==> src/rtl/core/hvg_pkg.sv <==
`timescale 1ns / 1ps
// hvg_pkg: shared types, codes and constants of the heightmap vertex generator
// no dependencies
package hvg_pkg;

   localparam int MAX_SIDE   = 256;
   localparam int SIDE_W     = 9;
   localparam int CSR_IDX_W  = 8;
   localparam int CSR_DATA_W = 24;
   localparam int DIV_NUM_W  = 46;
   localparam int DIV_DEN_W  = 32;
   localparam int DIV_CNT_W  = 6;
   localparam int SQRT_W     = 62;
   localparam int ROOT_W     = 31;
   localparam int SQRT_CNT_W = 5;

   localparam logic [CSR_IDX_W-1:0] CSR_MAP_WIDTH    = 8'd0;
   localparam logic [CSR_IDX_W-1:0] CSR_MAP_HEIGHT   = 8'd1;
   localparam logic [CSR_IDX_W-1:0] CSR_HEIGHT_SCALE = 8'd2;
   localparam logic [CSR_IDX_W-1:0] CSR_WORLD_SIZE   = 8'd3;

   localparam logic REQ_WRITE = 1'b0;
   localparam logic REQ_QUERY = 1'b1;

   // slots of the five samples around a query point
   localparam logic [2:0] RD_CENTER = 3'd0;
   localparam logic [2:0] RD_LEFT   = 3'd1;
   localparam logic [2:0] RD_RIGHT  = 3'd2;
   localparam logic [2:0] RD_DOWN   = 3'd3;
   localparam logic [2:0] RD_UP     = 3'd4;

   localparam logic [31:0]          NORM_B_MAG = 32'd130560;
   localparam logic [14:0]          NORM_ONE   = 15'd16384;
   localparam logic [21:0]          TEX_MAX    = 22'h3FFFFF;

   typedef struct packed {
      logic       req_type;
      logic [7:0] col;
      logic [7:0] row;
      logic [7:0] sample;
   } hvg_req_type;

   typedef struct packed {
      logic signed [31:0] pos_x;
      logic signed [31:0] pos_y;
      logic signed [31:0] pos_z;
      logic signed [15:0] norm_x;
      logic signed [15:0] norm_y;
      logic signed [15:0] norm_z;
      logic [21:0]        tex_u;
      logic [21:0]        tex_v;
   } hvg_rsp_type;

   typedef enum logic [2:0] {
      OP_POS_X, OP_POS_Z, OP_TEX_U, OP_TEX_V, OP_NORM_X, OP_NORM_Y, OP_NORM_Z
   } hvg_div_op_type;

   typedef enum logic [3:0] {
      ST_IDLE, ST_WRITE, ST_CLAMP, ST_READ, ST_READ_WAIT, ST_MUL, ST_SHIFT, ST_SQUARE,
      ST_SUM, ST_SQRT_GO, ST_SQRT, ST_DIV_GO, ST_DIV_WAIT, ST_RESULT
   } hvg_state_type;

   typedef struct packed {
      logic           capture;
      logic           mem_write;
      logic           clamp;
      logic           rd_en;
      logic [2:0]     rd_idx;
      logic           mul;
      logic           shift;
      logic           square;
      logic           sum;
      logic           sqrt_start;
      logic           div_start;
      logic           div_store;
      hvg_div_op_type div_op;
      logic           out_load;
   } hvg_cmd_type;

   typedef struct packed {
      logic sqrt_done;
      logic div_done;
   } hvg_status_type;

endpackage

==> src/rtl/core/hvg_ctrl.sv <==
`timescale 1ns / 1ps
// hvg_ctrl: sequencer for writes and vertex queries, owns the req and rsp handshakes
// depends on hvg_pkg
module hvg_ctrl (
   input  logic                     clock,
   input  logic                     reset,
   input  logic                     req_valid,
   output logic                     req_ready,
   input  logic                     req_is_query,
   output logic                     rsp_valid,
   input  logic                     rsp_ready,
   output hvg_pkg::hvg_cmd_type     cmd,
   input  hvg_pkg::hvg_status_type  status
);
   import hvg_pkg::*;

   hvg_state_type  state_ff, state_in;
   logic [2:0]     rd_cnt_ff, rd_cnt_in;
   hvg_div_op_type op_ff, op_in;
   logic           rsp_valid_ff, rsp_valid_in;

   always_ff @(posedge clock) begin
      if (reset) begin
         state_ff     <= ST_IDLE;
         rd_cnt_ff    <= '0;
         op_ff        <= OP_POS_X;
         rsp_valid_ff <= 1'b0;
      end else begin
         state_ff     <= state_in;
         rd_cnt_ff    <= rd_cnt_in;
         op_ff        <= op_in;
         rsp_valid_ff <= rsp_valid_in;
      end
   end

   always_comb begin
      state_in     = state_ff;
      rd_cnt_in    = rd_cnt_ff;
      op_in        = op_ff;
      rsp_valid_in = rsp_valid_ff && !rsp_ready;
      cmd          = '0;
      cmd.rd_idx   = rd_cnt_ff;
      cmd.div_op   = op_ff;
      req_ready    = 1'b0;
      case (state_ff)
         ST_IDLE: begin
            req_ready = 1'b1;
            if (req_valid) begin
               cmd.capture = 1'b1;
               state_in    = (req_is_query == REQ_QUERY) ? ST_CLAMP : ST_WRITE;
            end
         end
         ST_WRITE: begin
            cmd.mem_write = 1'b1;
            state_in      = ST_IDLE;
         end
         ST_CLAMP: begin
            cmd.clamp = 1'b1;
            rd_cnt_in = RD_CENTER;
            state_in  = ST_READ;
         end
         ST_READ: begin
            cmd.rd_en = 1'b1;
            rd_cnt_in = rd_cnt_ff + 1'b1;
            if (rd_cnt_ff == RD_UP) state_in = ST_READ_WAIT;
         end
         ST_READ_WAIT: state_in = ST_MUL;
         ST_MUL: begin
            cmd.mul  = 1'b1;
            state_in = ST_SHIFT;
         end
         ST_SHIFT: begin
            cmd.shift = 1'b1;
            state_in  = ST_SQUARE;
         end
         ST_SQUARE: begin
            cmd.square = 1'b1;
            state_in   = ST_SUM;
         end
         ST_SUM: begin
            cmd.sum  = 1'b1;
            state_in = ST_SQRT_GO;
         end
         ST_SQRT_GO: begin
            cmd.sqrt_start = 1'b1;
            state_in       = ST_SQRT;
         end
         ST_SQRT: begin
            if (status.sqrt_done) begin
               op_in    = OP_POS_X;
               state_in = ST_DIV_GO;
            end
         end
         ST_DIV_GO: begin
            cmd.div_start = 1'b1;
            state_in      = ST_DIV_WAIT;
         end
         ST_DIV_WAIT: begin
            if (status.div_done) begin
               cmd.div_store = 1'b1;
               if (op_ff == OP_NORM_Z) begin
                  state_in = ST_RESULT;
               end else begin
                  op_in    = hvg_div_op_type'(3'(op_ff + 3'd1));
                  state_in = ST_DIV_GO;
               end
            end
         end
         ST_RESULT: begin
            // wait until the result register is free
            if (!rsp_valid_ff || rsp_ready) begin
               cmd.out_load = 1'b1;
               rsp_valid_in = 1'b1;
               state_in     = ST_IDLE;
            end
         end
         default: state_in = ST_IDLE;
      endcase
   end

   assign rsp_valid = rsp_valid_ff;

endmodule

==> config.mk <==
export PLATFORM = sky130hd
export DESIGN_NAME = hvg_ctrl
export DESIGN_NICKNAME = d
export VERILOG_FILES = /design/src/rtl/core/hvg_pkg.sv /design/src/rtl/core/hvg_ctrl.sv
export SDC_FILE = /design/constraint.sdc
export NUM_CORES = 1
export LEC_CHECK = 0
export BUFFER_PORTS_ARGS = -buffer_cell sky130_fd_sc_hd__buf_2
export CORE_ASPECT_RATIO = 1.4
export CORE_MARGIN = 4
export CORE_UTILIZATION = 35
export CTS_CLUSTER_DIAMETER = 150
export DETAILED_ROUTE_END_ITERATION = 10
export HOLD_SLACK_MARGIN = 0.1
export PLACE_DENSITY = 0.63
export SYNTH_ARGS = -nofsm -noshare
export SYNTH_HDL_FRONTEND = slang
export SYNTH_SLANG_ARGS = --single-unit
==> constraint.sdc <==
create_clock -name clock -period 2.06 [get_ports clock]
set_input_delay 0.309 -clock clock [delete_from_list [all_inputs] [get_ports clock]]
set_output_delay 0.309 -clock clock [all_outputs]
set_load 0.005 [all_outputs]
Word level (Yosys, flattened, before mapping)
Cells that the tools add are included.
{"block": "word_totals", "ff_bits": 11, "output_inout_bits": 20, "word_cells": 67, "inputBits": 7}
{"block": "op_classes", "n_reduce_logical": 9, "mux": 31, "addsub": 2, "eq_ne": 21}
{"cell": "4-bit one-hot mux with 13 select lines", "n": 1}
{"cell": "4-bit equality test (second input constant)", "n": 6}
{"cell": "4-bit two-way mux", "n": 5}
{"cell": "1-bit two-way mux", "n": 18}
{"cell": "4-bit by 3-bit equality test with 1-bit output (second input constant)", "n": 4}
{"cell": "3-bit two-way mux", "n": 4}
{"cell": "2-bit inequality test (second input constant)", "n": 6}
{"cell": "3-bit one-hot mux with 2 select lines", "n": 2}
{"cell": "4-bit by 2-bit equality test with 1-bit output (second input constant)", "n": 2}
{"cell": "3-bit by 1-bit adder with 3-bit output (second input constant)", "n": 2}
{"cell": "3-bit equality test (second input constant)", "n": 2}
{"cell": "5-bit AND reduction", "n": 1}
{"cell": "4-bit by 1-bit equality test with 1-bit output (second input constant)", "n": 1}
{"cell": "4-bit zero test", "n": 1}
{"cell": "4-bit AND reduction", "n": 1}
{"cell": "2-bit nonzero test", "n": 2}
{"cell": "1-bit zero test", "n": 2}
{"cell": "2-bit two-way mux", "n": 1}
{"cell": "1-bit logical AND", "n": 1}
{"cell": "1-bit logical OR", "n": 1}

Logic depth before layout (Yosys ltp)
{"block": "depth", "depth_word": 4, "ltp_mapped": 6, "ltp_nobuf": 6}

Worst setup path before layout
No wires, ideal clock.
{"block": "synth_path", "path_type": "register to register", "start": "register op_ff[0]", "end": "register op_ff[2]", "path_slack_ns": 0.452, "n_path_buf": 0, "t_required_ns": 1.990, "t_arrival_ns": 1.538, "period_less_slack_ns": 1.608, "path_stages_with_launch": 7, "path_cell_list": "dfxtp_1 inv_1 ha_1 and2_1 o21a_1 or4_1 a21oi_1"}
{"block": "synth_between", "elab_chain_cells": 4}
{"item": "from (decl)", "line": "hvg_ctrl.sv:19", "source": "hvg_div_op_type op_ff, op_in;"}
{"item": "from (signal assigned)", "line": "hvg_ctrl.sv:31", "source": "op_ff <= op_in;"}
{"item": "3-bit by 1-bit adder with 3-bit output", "line": "hvg_ctrl.sv:104", "source": "op_in = hvg_div_op_type'(3'(op_ff + 3'd1));"}
{"item": "3-bit two-way mux", "line": "hvg_ctrl.sv:101", "source": "if (op_ff == OP_NORM_Z) begin"}
{"item": "3-bit two-way mux", "line": "hvg_ctrl.sv:99", "source": "if (status.div_done) begin"}
{"item": "3-bit one-hot mux with 2 select lines", "line": "hvg_ctrl.sv:45", "source": "case (state_ff)"}
Parallel ways exist; a longest one is shown, timed or not. The select of a mux whose other input is x is not followed.
A chain may end at the register's enable or synchronous reset.

==> metrics <==
Placer Congestion 0.733; RSZ-0062 raised after global routing no; Hold Path Class primary input to flop; R2R cell count 4; synth warn 0; Starting Density 0.379; Post-Route Utilization 0.451; largest net degree at the start of global routing 22; IO Count 27; CTS tree yes; WS Path Type flop to output port; initial drt markers 14; worst vdd ir 0.000263 V; Area growth syn-to-layout 18.7%; Pint 0.390 mW; final net count 142; switching pwr 0.211 mW; main area contributors after synthesis dfxtp_1 26%, ha_1 5.9%, a21oi_1 5.3%; Rows 20; Flop pwr share 0.465; Post-synth EDFFs 0; worst hold path depth 3; Routed met3 length 101 um; dominant synthesized flop cell dfxtp_1; max-slew violation count 0; initial antenna violation count 0; relative slew slack 0.658; Hold Buf Count CTS 0; Fin Setup TNS 0 ns; Top Metal Used met4; Synth area leader dfxtp_1; Wirelength per Cell 14.5 um; Root Driver clkbuf_4; max_cap viols 0; antenna-violating nets left 0; first-pass iteration count of the detailed router 3; global-route wire length before repair 3800 um; Setup Viol. Count Final 0; startpoint types flop; Critical Path End Type output port; insertion delay to the later sink of the worst-skew pair 0.27 ns; Pwr Density 593 nW/um2; All-Layer GR Usage 0.149; post-synthesis sequential area ratio 0.258; layout cells sized above 1 0.308; routed wl met2 1080 um; die area 3310 um2; ratio of final minimum period to clock period 0.953; vias per cell 5.58; Pleak 0.440 nW; core box area 2250 um2; Final Routed Wirelength 2200 um; Clock power frac 0.257; crit path DAT 1.65 ns; switching share of power 0.351; Die Ht 66.5 um; actual slew at the worst max-slew pin 0.512 ns; ant diodes 0; gr ovfl total 0; fin crit period 1.96 ns; WL met1 988 um; Post-Syn Instances 106; Cell Area, Synth 855 um2; Bufs on Longest Clock Path 2; # DRC 0; I/O Buffers 26; vias in the first global route 843; logic gate share of total power 0.278; final hold vios 0; Die W 49.8 um; worst clock skew 0.00674 ns; post-synth net total 117; Worst-path clk slew 0.07 ns; worst-path fanout max 12; outcome finished, final reports clean; Yosys reg bits 11; Peak Freq 0.510 GHz; Unique masters post-synth 40; asr flop ratio synth 0; mean post-synth cell area 8.06 um2; DPL Wire Length 1580 um; Required @ worst endpoint 1.75 ns; CTS buffer count 3; Vias 848; Clock Sinks 11; H-tree levels 1; Synth top area share 0.258
## final cells by class
| class | instances | area [um2] |
|---|---|---|
| sequential | 11 | 223 |
| tap | 22 | 27.5 |
| timing repair buffer | 28 | 145 |
| fill | 237 | 1240 |
| multi-input combinational | 82 | 574 |
| clock buffer | 4 | 26.3 |
| inverter | 5 | 18.8 |
## registers in the layout, summed over array words and instances, names as in the netlist
name       count
op_ff          3
rd_cnt_ff      3
rsp_valid      1
state_ff       4
## synth_stat cells, drive strengths merged (3+ instances only)
library cell  number
nor2b              4
nand2              5
or4                3
inv                5
ha                 4
buf                4
dfxtp             11
nor3               4
a21oi              9
o21ai              4
clkbuf             4
nand2b             6
nor3b              4
nor2              10
## through the flow
stage,hold slack (ns),setup slack [ns],total power [mW],cell area [um2],instances
4_1_cts,0.368,0.0882,0.610,1010,152
2_1_floorplan,0.477,0.452,0.397,855,106
3_5_place_dp,0.485,0.126,0.451,986,148
5_1_grt,0.400,0.00183,0.653,1010,152
3_3_place_gp,0.476,0.185,0.446,986,148
6_report,0.374,0.0978,0.601,1010,152
## placed cells by master (no fill, tap or decap), drive strengths merged, types with 2 or more instances in the layout
cell    Yosys  routed
nand2       5       5
o21ai       4       4
o31ai       2       2
inv         5       5
nor3        4       4
a21oi       9       9
dfxtp      11      11
ha          4       4
nand3       2       2
nor2b       4       4
mux2        2       2
nand2b      6       6
or3b        2       2
and2        2       2
clkbuf      4       4
nor2       10      10
or4         3       3
nor3b       4       4
buf         4      28
## worst max-delay path, cell delays in order, from the launching register on
cell and delay (ns):
dfxtp_1 0.45, buf_4 0.23, or3b_2 0.49, nor2_1 0.10, buf_2 0.12
## timing repair
item                                    4_1_cts  5_1_grt
setup buffers                                 0        0
resized for setup                             1        1
cloned                                        0        0
endpoints found under the setup margin        1        6
## final timing paths
check | from | end | slack, ns
max | state_ff[3]$_SDFFE_PP0P_ | cmd[15] | 0.1
max reg2reg | state_ff[0]$_SDFFE_PP0P_ | op_ff[2]$_SDFFE_PP0P_ | 0.27
min | rsp_ready | rsp_valid$_SDFF_PP0_ | 0.37
min reg2reg | rd_cnt_ff[1]$_SDFFE_PP0P_ | rd_cnt_ff[1]$_SDFFE_PP0P_ | 0.50
## cell families after synthesis
family	synth area share
AO/OA/AOI/OAI	0.212
XOR/XNOR	0.0103
adder cells (fa/ha/maj)	0.0586
buffers and inverters	0.0703
flip-flops	0.258
multiplexers	0.0264
AND/OR/NAND/NOR	0.365
## layer usage
metal,global-route usage,vias to the layer above
met5,0,-
met4,0.0796,0
met3,0.0358,4
met2,0.255,22
met1,0.169,388
li1,-,434
## power by group through the flow
stage | combinational (mW) | sequential, mW | clock [mW]
after floorplan | 0.156 | 0.241 | 0
after global placement | 0.166 | 0.280 | 0
after detailed placement | 0.169 | 0.282 | 0
after CTS | 0.170 | 0.278 | 0.162
after global routing | 0.190 | 0.288 | 0.175
final | 0.167 | 0.280 | 0.154
(Power assumes the default switching activity.)
